<file path="config.mk">
export PLATFORM = sky130hd
export DESIGN_NAME = button_turbo_gate_flat
export DESIGN_NICKNAME = d
export VERILOG_FILES = /design/src/rtl/core/tbg_pkg.sv /design/src/rtl/core/tbg_if.sv /design/src/rtl/core/tbg_state_ring.sv /design/src/rtl/core/tbg_mod_cell.sv /design/src/rtl/core/button_turbo_gate.sv /design/src/flat_wrapper.sv
export SDC_FILE = /design/constraint.sdc
export NUM_CORES = 2
export LEC_CHECK = 0
export BUFFER_PORTS_ARGS = -buffer_cell sky130_fd_sc_hd__buf_2
export CORE_ASPECT_RATIO = 0.9
export CORE_UTILIZATION = 50
export DETAILED_ROUTE_END_ITERATION = 7
export HOLD_SLACK_MARGIN = 0.12
export PLACE_DENSITY = 0.74
export SETUP_SLACK_MARGIN = 0.05
export SYNTH_ARGS = -nofsm -noshare
export SYNTH_HDL_FRONTEND = slang
export SYNTH_SLANG_ARGS = --single-unit
</file>
<file path="constraint.sdc">
create_clock -name clock -period 92.1 [get_ports clock]
set_input_delay 13.815 -clock clock [delete_from_list [all_inputs] [get_ports clock]]
set_output_delay 13.815 -clock clock [all_outputs]
set_load 0.02 [all_outputs]
</file>
<file path="src/rtl/core/tbg_pkg.sv">
// -----------------------------------------------------------------------------
// tbg_pkg
// shared constants, types and helpers of the turbo button gate
// -----------------------------------------------------------------------------
package tbg_pkg;

   localparam int NumButtons = 32;
   localparam int BtnIdxW    = $clog2(NumButtons);
   localparam int MaskW      = 32;
   localparam int TimeW      = 32;
   localparam int TickW      = 16;
   localparam int PeriodW    = TickW + 1;
   localparam int ToggleW    = 17;
   localparam int CsrIdxW    = 2;
   localparam int CsrDataW   = 32;

   typedef enum logic [CsrIdxW-1:0] {
      CSR_TURBO_MASK = 2'd0,
      CSR_ON_TICKS   = 2'd1,
      CSR_OFF_TICKS  = 2'd2
   } csr_index_type;

   // one button's stored state
   typedef struct packed {
      logic             held;
      logic [TimeW-1:0] ptime;
   } ring_entry_type;

   // one beat moving down the modulo chain
   typedef struct packed {
      logic               vld;
      logic               last;
      logic               gate;
      logic [BtnIdxW-1:0] idx;
      logic [TimeW-1:0]   dvd;
      logic [PeriodW-1:0] rem;
   } mod_beat_type;

   // zero acts as one; a 16-bit register never exceeds the tick ceiling
   function automatic logic [TickW-1:0] clamp_ticks(input logic [TickW-1:0] v);
      return (v == '0) ? TickW'(1) : v;
   endfunction

endpackage

</file>
<file path="src/rtl/core/tbg_if.sv">
// -----------------------------------------------------------------------------
// tbg_if
// request and response channels of the turbo button gate
// -----------------------------------------------------------------------------
interface tbg_req_if
   import tbg_pkg::*;
();
   logic             valid;
   logic             ready;
   logic [TimeW-1:0] now;
   logic [MaskW-1:0] pressed;

   modport source (output valid, now, pressed, input ready);
   modport sink   (input valid, now, pressed, output ready);
endinterface

interface tbg_rsp_if
   import tbg_pkg::*;
();
   logic               valid;
   logic               ready;
   logic [MaskW-1:0]   gated;
   logic [ToggleW-1:0] next_toggle;

   modport source (output valid, gated, next_toggle, input ready);
   modport sink   (input valid, gated, next_toggle, output ready);
endinterface

</file>
<file path="src/rtl/core/tbg_state_ring.sv">
// -----------------------------------------------------------------------------
// tbg_state_ring
// ring of per-button cells holding held flag and press time, rotates one
// place per shift so the head always shows the next button to visit
// -----------------------------------------------------------------------------
module tbg_state_ring
   import tbg_pkg::*;
(
   input  logic           clock,
   input  logic           reset,
   input  logic           shift,
   input  ring_entry_type tail_entry,
   output ring_entry_type head
);

   logic [NumButtons-1:0] held_ff;
   logic [TimeW-1:0]      ptime_ff [NumButtons];

   always_ff @(posedge clock) begin
      if (reset) begin
         held_ff <= '0;
      end else if (shift) begin
         held_ff <= {tail_entry.held, held_ff[NumButtons-1:1]};
      end
   end

   // press time only matters while held, so no reset
   always_ff @(posedge clock) begin
      if (shift) begin
         for (int i = 0; i < NumButtons - 1; i++) begin
            ptime_ff[i] <= ptime_ff[i+1];
         end
         ptime_ff[NumButtons-1] <= tail_entry.ptime;
      end
   end

   assign head.held  = held_ff[0];
   assign head.ptime = ptime_ff[0];

endmodule

</file>
<file path="src/rtl/core/tbg_mod_cell.sv">
// -----------------------------------------------------------------------------
// tbg_mod_cell
// one restoring step of the elapsed-time modulo period reduction
// -----------------------------------------------------------------------------
module tbg_mod_cell
   import tbg_pkg::*;
(
   input  logic               clock,
   input  logic               reset,
   input  logic [PeriodW-1:0] period,
   input  mod_beat_type       prev_beat,
   output mod_beat_type       beat
);

   mod_beat_type   beat_ff;
   mod_beat_type   beat_in;
   logic [PeriodW:0] rem_sh;
   logic [PeriodW:0] rem_diff;

   always_comb begin
      rem_sh   = {prev_beat.rem, prev_beat.dvd[TimeW-1]};
      rem_diff = rem_sh - {1'b0, period};
      beat_in  = prev_beat;
      beat_in.dvd = {prev_beat.dvd[TimeW-2:0], 1'b0};
      if (rem_sh >= {1'b0, period}) begin
         beat_in.rem = rem_diff[PeriodW-1:0];
      end else begin
         beat_in.rem = rem_sh[PeriodW-1:0];
      end
   end

   always_ff @(posedge clock) begin
      if (reset) begin
         beat_ff <= '0;
      end else begin
         beat_ff <= beat_in;
      end
   end

   assign beat = beat_ff;

endmodule

</file>
<file path="src/rtl/core/button_turbo_gate.sv">
// -----------------------------------------------------------------------------
// button_turbo_gate
// autofire gate: blanks held turbo buttons in the off part of their period
// and reports ticks until the nearest toggle
// -----------------------------------------------------------------------------
//  channel  | dir | handshake        | beat contents
//  ---------+-----+------------------+-------------------------------------
//  req_if   | in  | valid / ready    | now[31:0], pressed[31:0]
//  rsp_if   | out | valid / ready    | gated[31:0], next_toggle[16:0]
//  csr      | in  | csr_we           | csr_index[1:0], csr_wdata[31:0]
//
//  one request passes from accept to the next accept through a sweep of the
//  button ring, the 32-cell modulo chain, the last accumulate and the
//  response register
//  one request is in flight at a time; req_if.ready is high only when idle
//  the response register holds a finished beat while the next request is
//  accepted; a stalled rsp_if holds the block in its done state
//  reset (synchronous) clears all held flags and sets the turbo mask to 0
//  and both tick lengths to 1
// -----------------------------------------------------------------------------
module button_turbo_gate
   import tbg_pkg::*;
(
   input  logic                clock,
   input  logic                reset,
   tbg_req_if.sink             req_if,
   tbg_rsp_if.source           rsp_if,
   input  logic                csr_we,
   input  logic [CsrIdxW-1:0]  csr_index,
   input  logic [CsrDataW-1:0] csr_wdata
);

   typedef enum logic [3:0] {
      ST_IDLE  = 4'b0001,
      ST_SWEEP = 4'b0010,
      ST_DRAIN = 4'b0100,
      ST_DONE  = 4'b1000
   } state_type;

   // configuration registers
   logic [MaskW-1:0] turbo_ff;
   logic [TickW-1:0] on_ff;
   logic [TickW-1:0] off_ff;

   // control
   state_type          state_ff, state_in;
   logic [BtnIdxW-1:0] cnt_ff, cnt_in;

   // per-request payload
   logic [TimeW-1:0]   now_ff;
   logic [MaskW-1:0]   pressed_ff;
   logic [MaskW-1:0]   gated_ff, gated_in;
   logic [ToggleW-1:0] best_ff, best_in;

   // response register
   logic               rsp_vld_ff, rsp_vld_in;
   logic [MaskW-1:0]   rsp_gated_ff;
   logic [ToggleW-1:0] rsp_toggle_ff;

   logic               req_fire;
   logic               rsp_load;
   logic               sweeping;
   logic [PeriodW-1:0] on_c;
   logic [PeriodW-1:0] period_c;

   ring_entry_type     head;
   ring_entry_type     tail_entry;
   logic               turbo_bit;
   logic               press_bit;

   mod_beat_type       chain_in;
   mod_beat_type       chain_beat [TimeW+1];
   mod_beat_type       chain_out;
   logic               past_on;
   logic [PeriodW-1:0] to_edge;

   // ---------------------------------------------------------------------
   // configuration writes, index past the list is dropped
   // ---------------------------------------------------------------------
   always_ff @(posedge clock) begin
      if (reset) begin
         turbo_ff <= '0;
         on_ff    <= TickW'(1);
         off_ff   <= TickW'(1);
      end else if (csr_we) begin
         unique case (csr_index_type'(csr_index))
            CSR_TURBO_MASK: turbo_ff <= csr_wdata[MaskW-1:0];
            CSR_ON_TICKS:   on_ff    <= csr_wdata[TickW-1:0];
            CSR_OFF_TICKS:  off_ff   <= csr_wdata[TickW-1:0];
            default: ;
         endcase
      end
   end

   assign on_c     = {1'b0, clamp_ticks(on_ff)};
   assign period_c = on_c + {1'b0, clamp_ticks(off_ff)};

   // ---------------------------------------------------------------------
   // handshakes
   // ---------------------------------------------------------------------
   assign req_if.ready = (state_ff == ST_IDLE);
   assign req_fire     = req_if.valid && req_if.ready;
   assign sweeping     = (state_ff == ST_SWEEP);
   assign rsp_load     = (state_ff == ST_DONE) && (!rsp_vld_ff || rsp_if.ready);

   // ---------------------------------------------------------------------
   // button ring: head is button cnt_ff during the sweep
   // ---------------------------------------------------------------------
   tbg_state_ring u_ring (
      .clock      (clock),
      .reset      (reset),
      .shift      (sweeping),
      .tail_entry (tail_entry),
      .head       (head)
   );

   assign turbo_bit = turbo_ff[cnt_ff];
   assign press_bit = pressed_ff[cnt_ff];

   always_comb begin
      tail_entry = head;
      if (turbo_bit) begin
         // rising edge latches the press time, release forgets the phase
         tail_entry.held = press_bit;
         if (press_bit && !head.held) begin
            tail_entry.ptime = now_ff;
         end
      end
   end

   // ---------------------------------------------------------------------
   // modulo chain: elapsed ticks enter, elapsed mod period leaves
   // ---------------------------------------------------------------------
   always_comb begin
      chain_in.vld  = sweeping && tail_entry.held;
      chain_in.last = sweeping && (cnt_ff == BtnIdxW'(NumButtons - 1));
      chain_in.gate = turbo_bit && press_bit;
      chain_in.idx  = cnt_ff;
      chain_in.dvd  = now_ff - tail_entry.ptime;
      chain_in.rem  = '0;
   end

   assign chain_beat[0] = chain_in;

   for (genvar k = 0; k < TimeW; k++) begin : g_chain
      tbg_mod_cell u_cell (
         .clock     (clock),
         .reset     (reset),
         .period    (period_c),
         .prev_beat (chain_beat[k]),
         .beat      (chain_beat[k+1])
      );
   end

   assign chain_out = chain_beat[TimeW];

   // ticks to the next edge of this button's pulse train
   assign past_on = (chain_out.rem >= on_c);
   assign to_edge = past_on ? (period_c - chain_out.rem) : (on_c - chain_out.rem);

   // ---------------------------------------------------------------------
   // accumulate gated mask and nearest toggle
   // ---------------------------------------------------------------------
   always_comb begin
      gated_in = gated_ff;
      best_in  = best_ff;
      if (req_fire) begin
         gated_in = req_if.pressed;
         best_in  = '0;
      end else if (chain_out.vld) begin
         if (chain_out.gate && past_on) begin
            gated_in[chain_out.idx] = 1'b0;
         end
         if ((best_ff == '0) || (ToggleW'(to_edge) < best_ff)) begin
            best_in = ToggleW'(to_edge);
         end
      end
   end

   // ---------------------------------------------------------------------
   // sequencer
   // ---------------------------------------------------------------------
   always_comb begin
      state_in = state_ff;
      cnt_in   = cnt_ff;
      unique case (state_ff)
         ST_IDLE: begin
            if (req_fire) begin
               state_in = ST_SWEEP;
               cnt_in   = '0;
            end
         end
         ST_SWEEP: begin
            cnt_in = cnt_ff + BtnIdxW'(1);
            if (cnt_ff == BtnIdxW'(NumButtons - 1)) begin
               state_in = ST_DRAIN;
            end
         end
         ST_DRAIN: begin
            if (chain_out.last) begin
               state_in = ST_DONE;
            end
         end
         ST_DONE: begin
            if (rsp_load) begin
               state_in = ST_IDLE;
            end
         end
         default: state_in = ST_IDLE;
      endcase
   end

   always_comb begin
      priority if (rsp_load) begin
         rsp_vld_in = 1'b1;
      end else if (rsp_if.ready) begin
         rsp_vld_in = 1'b0;
      end else begin
         rsp_vld_in = rsp_vld_ff;
      end
   end

   always_ff @(posedge clock) begin
      if (reset) begin
         state_ff   <= ST_IDLE;
         cnt_ff     <= '0;
         rsp_vld_ff <= 1'b0;
      end else begin
         state_ff   <= state_in;
         cnt_ff     <= cnt_in;
         rsp_vld_ff <= rsp_vld_in;
      end
   end

   always_ff @(posedge clock) begin
      gated_ff <= gated_in;
      best_ff  <= best_in;
      if (req_fire) begin
         now_ff     <= req_if.now;
         pressed_ff <= req_if.pressed;
      end
      if (rsp_load) begin
         rsp_gated_ff  <= gated_ff;
         rsp_toggle_ff <= best_ff;
      end
   end

   assign rsp_if.valid       = rsp_vld_ff;
   assign rsp_if.gated       = rsp_gated_ff;
   assign rsp_if.next_toggle = rsp_toggle_ff;

   // ---------------------------------------------------------------------
   // assertions
   // ---------------------------------------------------------------------
   a_last_in_drain: assert property (@(posedge clock) disable iff (reset)
      chain_out.last |-> (state_ff == ST_DRAIN))
      else $error("last beat left the chain outside drain");

   a_idle_chain_empty: assert property (@(posedge clock) disable iff (reset)
      (state_ff == ST_IDLE) |-> !chain_out.vld)
      else $error("chain beat arrived while idle");

   a_accept_starts_sweep: assert property (@(posedge clock) disable iff (reset)
      req_fire |=> (sweeping && (cnt_ff == '0)))
      else $error("accepted request did not start the sweep at button zero");

   a_done_from_drain: assert property (@(posedge clock) disable iff (reset)
      $rose(state_ff == ST_DONE) |-> $past(chain_out.last))
      else $error("done reached without the last chain beat");

endmodule
</file>
<file path="src/flat_wrapper.sv">
// flat-port wrapper written by rule: the top's interface ports become plain ports
module button_turbo_gate_flat import tbg_pkg::*;
  (clock, reset, csr_we, csr_index, csr_wdata, req_if_valid, req_if_now, req_if_pressed, req_if_ready, rsp_if_valid, rsp_if_gated, rsp_if_next_toggle, rsp_if_ready);
  tbg_req_if req_if_i ();
  tbg_rsp_if rsp_if_i ();
  input  logic clock;
  input  logic reset;
  input  logic csr_we;
  input  logic [CsrIdxW-1:0] csr_index;
  input  logic [CsrDataW-1:0] csr_wdata;
  input wire logic [$bits(req_if_i.valid)-1:0] req_if_valid;
  input wire logic [$bits(req_if_i.now)-1:0] req_if_now;
  input wire logic [$bits(req_if_i.pressed)-1:0] req_if_pressed;
  output wire logic [$bits(req_if_i.ready)-1:0] req_if_ready;
  output wire logic [$bits(rsp_if_i.valid)-1:0] rsp_if_valid;
  output wire logic [$bits(rsp_if_i.gated)-1:0] rsp_if_gated;
  output wire logic [$bits(rsp_if_i.next_toggle)-1:0] rsp_if_next_toggle;
  input wire logic [$bits(rsp_if_i.ready)-1:0] rsp_if_ready;
  assign req_if_i.valid = req_if_valid;
  assign req_if_i.now = req_if_now;
  assign req_if_i.pressed = req_if_pressed;
  assign req_if_ready = req_if_i.ready;
  assign rsp_if_valid = rsp_if_i.valid;
  assign rsp_if_gated = rsp_if_i.gated;
  assign rsp_if_next_toggle = rsp_if_i.next_toggle;
  assign rsp_if_i.ready = rsp_if_ready;
  button_turbo_gate u_core (.clock(clock), .reset(reset), .req_if(req_if_i), .rsp_if(rsp_if_i), .csr_we(csr_we), .csr_index(csr_index), .csr_wdata(csr_wdata));
endmodule
</file>
Yosys cells after proc, flatten, opt, wreduce, memory -nomap -nowiden
Memories as Yosys holds them, arrays and structs flattened.
Cells that the tools add are included.

word-level totals
  bits in latches = 0
  RAM bits = 1024
  output and inout port bits = 51
  memory bits (read-only) = 0
  memories = 1
  word-level logic and storage cells = 409
  register bits after elaboration = 2059

operators by class
  multipliers = 0
  equal/unequal tests = 11
  divide/modulo/power cells = 0
  add/subtract/negate cells = 37
  bitwise logic cells = 3
  $lt $le $gt $ge = 37
  reduce and logical (&&, ||, !) cells = 28
  shift-type cells = 0
  muxes and demuxes = 57

memory list
  name                    depth  bits a word  read ports  clocked after Yosys merged registers in  write ports  RTL line              RTL
  u_core.u_ring.ptime_ff  32     32           32          0                                        32           tbg_state_ring.sv:17  logic [TimeW-1:0] ptime_ff [NumButtons];

operators with widths
  operator              number
  $ge A18 B17 Y1        31
  $mux W17              32
  $sub A17 B17 Y17      32
  $mux W32              4
  $mux W33              1
  $and A32 B32 Y32      1
  $logic_not A16 Y1     2
  $mux W16              2
  $not A32 Y32          1
  $sub A32 B32 Y32      1
  $add A16 B16 Y17      1
  $ge A1 B17 Y1         1
  $ge A17 B16 Y1        1
  $logic_not A17 Y1     1
  $lt A17 B17 Y1        1
  $sub A1 B17 Y17       1
  $sub A16 B17 Y17      1
  $mux W4               4
  $pmux W4 S4           1
  $lt A5 B6 Y1 const B  2
  $reduce_and A2 Y1     6
  $bmux W1 S5           2
  $pmux W5 S2           1
  $logic_and A1 B1 Y1   8
  21 further kinds      35

Longest topological paths before layout
  word-level depth = 9
  mapped depth = 32
  mapped depth without buffers = 30

By module
From an unflattened synthesis, not the netlist that was laid out.

unflattened totals
  cells, all modules = 12218
  area total of the unflattened synthesis = 133236.5 µm²

by module, submodules not included
  module                                        area an instance (µm²)  seq. area each (µm²)  cells an instance  instances
  tbg_mod_cell (u_core.g_chain[0].u_cell ...)   2685.1                  1121.1                296                22
  tbg_state_ring                                32160.8                 31390.1               1160               1
  tbg_mod_cell (u_core.g_chain[14].u_cell ...)  2830.2                  1121.1                316                8
  button_turbo_gate                             13975.9                 6175.9                1431               1
  tbg_mod_cell (u_core.g_chain[13].u_cell)      2715.1                  1121.1                306                1
  tbg_mod_cell (u_core.g_chain[20].u_cell)      2671.3                  1121.1                281                1

Least setup slack after synthesis
No wires, ideal clock.

  kind = register to register
  from = register u_core.state_ff[1]
  to = memory u_core.u_ring.ptime_ff[0][0], enable pin
  arrival time = 28.992 ns
  stages on the path, launching flop included = 8
  data required time = 90.317 ns
  path buffers = 4
  path slack = 61.325 ns
  library setup time = 1.783 ns
  clock period less this slack = 30.775 ns
  cells stage by stage = dfxtp_1 clkbuf_1 nand2_1 or3_1 clkbuf_1 inv_1 clkbuf_1 buf_1

RTL lines
  element                   RTL line                  RTL
  start: declaration        button_turbo_gate.sv:46   state_type state_ff, state_in;
  start signal: assignment  button_turbo_gate.sv:229  state_ff <= state_in;
  end: declaration          tbg_state_ring.sv:17

==> impl_metrics.tcl <==
set metrics [dict create \
    status "completed" \
    synthFlopType "dfxtp_1" \
    regToRegSetupSlack_ns 83.51 \
    r2r-end "u_core.g_chain[0].u_cell.beat[13]$_SDFF_PP0_" \
    fin_cells 12400 \
    grt_pass1_wl_um 356000 \
    clkTransAtPathRegs_ns 0.06 \
    hold_path.class "reg -> reg" \
    via_per_inst 5.49 \
    chipWidth_um 491 \
    final_common_cell "dfxtp_1" \
    final_max_slew_viol_count 0 \
    ys_types 90 \
    fmax_mhz 60.9 \
    ys_ff_latch 2588 \
    die_y_um 442 \
    pwr-share-seq 0.351 \
    clock_latency_ns 0.92 \
    p_per_area_nw_per_um2 32.5 \
    cts_buffers 237 \
    cts_hold_buffers 0 \
    hold_depth 0 \
    placedCellCount 12000 \
    dp_hpwl_um 143000 \
    crit_required_ns 92.82 \
    area_growth_pct 11.6 \
    cts_sinks 2588 \
    tightestPinTransition_ns 1.23 \
    cts_tree "done" \
    seq_area_frac_synth 0.591 \
    initial_core_util 0.503 \
    core_region_area_sq_um 214000 \
    globalRouteOverflowTotal 0 \
    async_flop_share 0 \
    p_sw_w 0.00135 \
    p_sw_frac 0.346 \
    dieArea_sq_um 217000 \
    grt_usage 0.203 \
    post_cts_buffers 0 \
    cp.arrival_ns 17.14 \
    cts_resized 0 \
    grt_max_degree 242 \
    routed_wl_um 225000 \
    crit_end "u_core.g_chain[0].u_cell.beat[40]$_SDFF_PP0_" \
    syn_inst 9213 \
    vdd_drop_max_mv 0.0294 \
    num_rows 161 \
    fillers 17100 \
    synthesis.area_sq_um 108000 \
    rsz0062_at_grt "no" \
    multi_input_area_sq_um 42000 \
    grt_pass1_vias 66500 \
    register_area_sq_um 63500 \
    numPortBuffers 153 \
    worstRegToRegCells 22 \
    cp-end-kind "register" \
    clkPwrFrac 0.267 \
    clock_skew_ns 0.124 \
    cp-start-kind "input pin" \
    hold_viol 0 \
    layout.nets 10100 \
    drtIter0Drc 5312 \
    first_pass_iters 8 \
    p_int_w 0.00255 \
    max_slew_margin 0.181 \
    tns_ns 0 \
    synth_edf_count 1169 \
    synth_area_per_cell_sq_um 11.7 \
    timing.final.crit_share 0.178 \
    drc 0 \
    setup_viol 0 \
    h-tree-depth 4 \
    crit_fanout 204 \
    p_leak_nw 46.6 \
    vias 68200 \
    synth_nets 9975 \
    crit_type "in -> reg" \
    layout_min_cycle_time_ns 16.42 \
    drv_cap 0 \
    io_pins 154 \
    final_layout_size_suffix_gt1_frac 0.0832 \
    power_frac_comb 0.382 \
    r2r-start "u_core.cnt_ff[1]$_SDFFE_PP0P_" \
    startpoint "reset" \
    place_congestion 0.920 \
    layout_common_cells "dfxtp_1 (1419), edfxtp_1 (1169), nor2_1 (813)" \
    ys_warn_count 0 \
    ant_nets 0 \
    clock-root-buffer "clkbuf_16" \
    antenna_found_initial 20 \
    cts.path.max_buffers 3 \
    wl_per_cell_um 18.1 \
]
## worst min-delay path by stage
stage | end | slack (ns) | startpoint
after floorplan | u_core.u_ring.ptime_ff[0][0]$_DFFE_PP_ | 0.40 | u_core.u_ring.ptime_ff[0][32]$_DFFE_PP_
after global placement | u_core.u_ring.ptime_ff[1][448]$_DFFE_PP_ | 0.40 | u_core.u_ring.ptime_ff[1][480]$_DFFE_PP_
after detailed placement | u_core.u_ring.ptime_ff[0][0]$_DFFE_PP_ | 0.40 | u_core.u_ring.ptime_ff[0][32]$_DFFE_PP_
after CTS | u_core.u_ring.ptime_ff[0][314]$_DFFE_PP_ | 0.33 | u_core.u_ring.ptime_ff[0][346]$_DFFE_PP_
after global routing | u_core.u_ring.ptime_ff[0][314]$_DFFE_PP_ | 0.35 | u_core.u_ring.ptime_ff[0][346]$_DFFE_PP_
final | u_core.u_ring.ptime_ff[0][314]$_DFFE_PP_ | 0.35 | u_core.u_ring.ptime_ff[0][346]$_DFFE_PP_
## power by group through the flow
stage | registers (W) | clock network, W | logic (W)
floorplan | 0.00139 | 0 | 0.00119
global placement | 0.00139 | 0 | 0.00143
detailed placement | 0.00139 | 0 | 0.00147
CTS | 0.00137 | 0.00107 | 0.00148
global route | 0.00138 | 0.00111 | 0.00165
finish | 0.00137 | 0.00104 | 0.00149
## cell families (layout without fill, tap and decap cells)
family	count (synthesis)	count (layout)	synth area share
and+or+nand+nor	2943	2943	0.137
AOI/OAI and AO/OA	1541	1541	0.0923
xor gates and xnor gates	444	444	0.0362
muxes	448	448	0.0436
buffers and inverters	589	957	0.0210
adders and majority gates	660	660	0.0792
other	0	6	0
DFF	2588	2588	0.591
## Yosys cell counts (all sizes together) (262+ instances only)
| cell | count | area, sq um |
|---|---|---|
| o21ai | 301 | 1510 |
| nand2 | 547 | 2060 |
| dfxtp | 1419 | 28400 |
| xnor2 | 297 | 2610 |
| edfxtp | 1169 | 35100 |
| inv | 284 | 1070 |
| a21oi | 492 | 2470 |
| nor2 | 813 | 3050 |
| mux2i | 399 | 3990 |
| clkbuf | 262 | 983 |
| nor2b | 801 | 5010 |
| ha | 624 | 7810 |
## per-stage QoR
stage	utilization	power (W)	hold slack (ns)	setup WS, ns	area (sq um)
detailed placement	0.522	0.00286	0.405	74.90	112000
floorplan	-	0.00258	0.400	61.33	108000
global placement	0.522	0.00282	0.401	74.88	112000
global route	0.562	0.00414	0.350	75.43	120000
finish	0.562	0.00390	0.347	75.68	120000
CTS	0.562	0.00391	0.335	75.83	120000
## flip-flops by register name, summed over array words and instances, names as in the netlist, 16 cells and up
name and cells:
u_core.best_ff 17, u_core.g_chain.u_cell.beat 1296, u_core.gated_ff 32, u_core.now_ff 32, u_core.off_ff 16, u_core.on_ff 16, u_core.pressed_ff 32, u_core.rsp_if.gated 32
u_core.rsp_if.next_toggle 17, u_core.turbo_ff 32, u_core.u_ring.held_ff 32, u_core.u_ring.ptime_ff 1024
## critical path: stages
cell and delay (ns):
buf_8 0.36, buf_4 0.73, buf_4 0.78, buf_12 0.56, a211oi_1 0.14, a31oi_1 0.20
o311ai_0 0.15
## per-layer routing
layer	GRT usage	vias up	share of wire
li1	-	33300	-
met1	0.286	32700	0.47
met2	0.320	1776	0.45
met3	0.0299	431	0.051
met4	0.0658	4	0.028
met5	0	-	0.00012
## area by class of cell
type | instances | area share
Inverter | 286 | 0.00903
Clock buffer | 320 | 0.0569
Timing Repair Buffer | 221 | 0.0110
Sequential cell | 2588 | 0.529
Tap cell | 2852 | 0.0297
Clock inverter | 130 | 0.0142
Multi-Input combinational cell | 6036 | 0.350
Antenna cell | 6 | 0.000125
No activity file was read; power rests on OpenSTA's default activity.
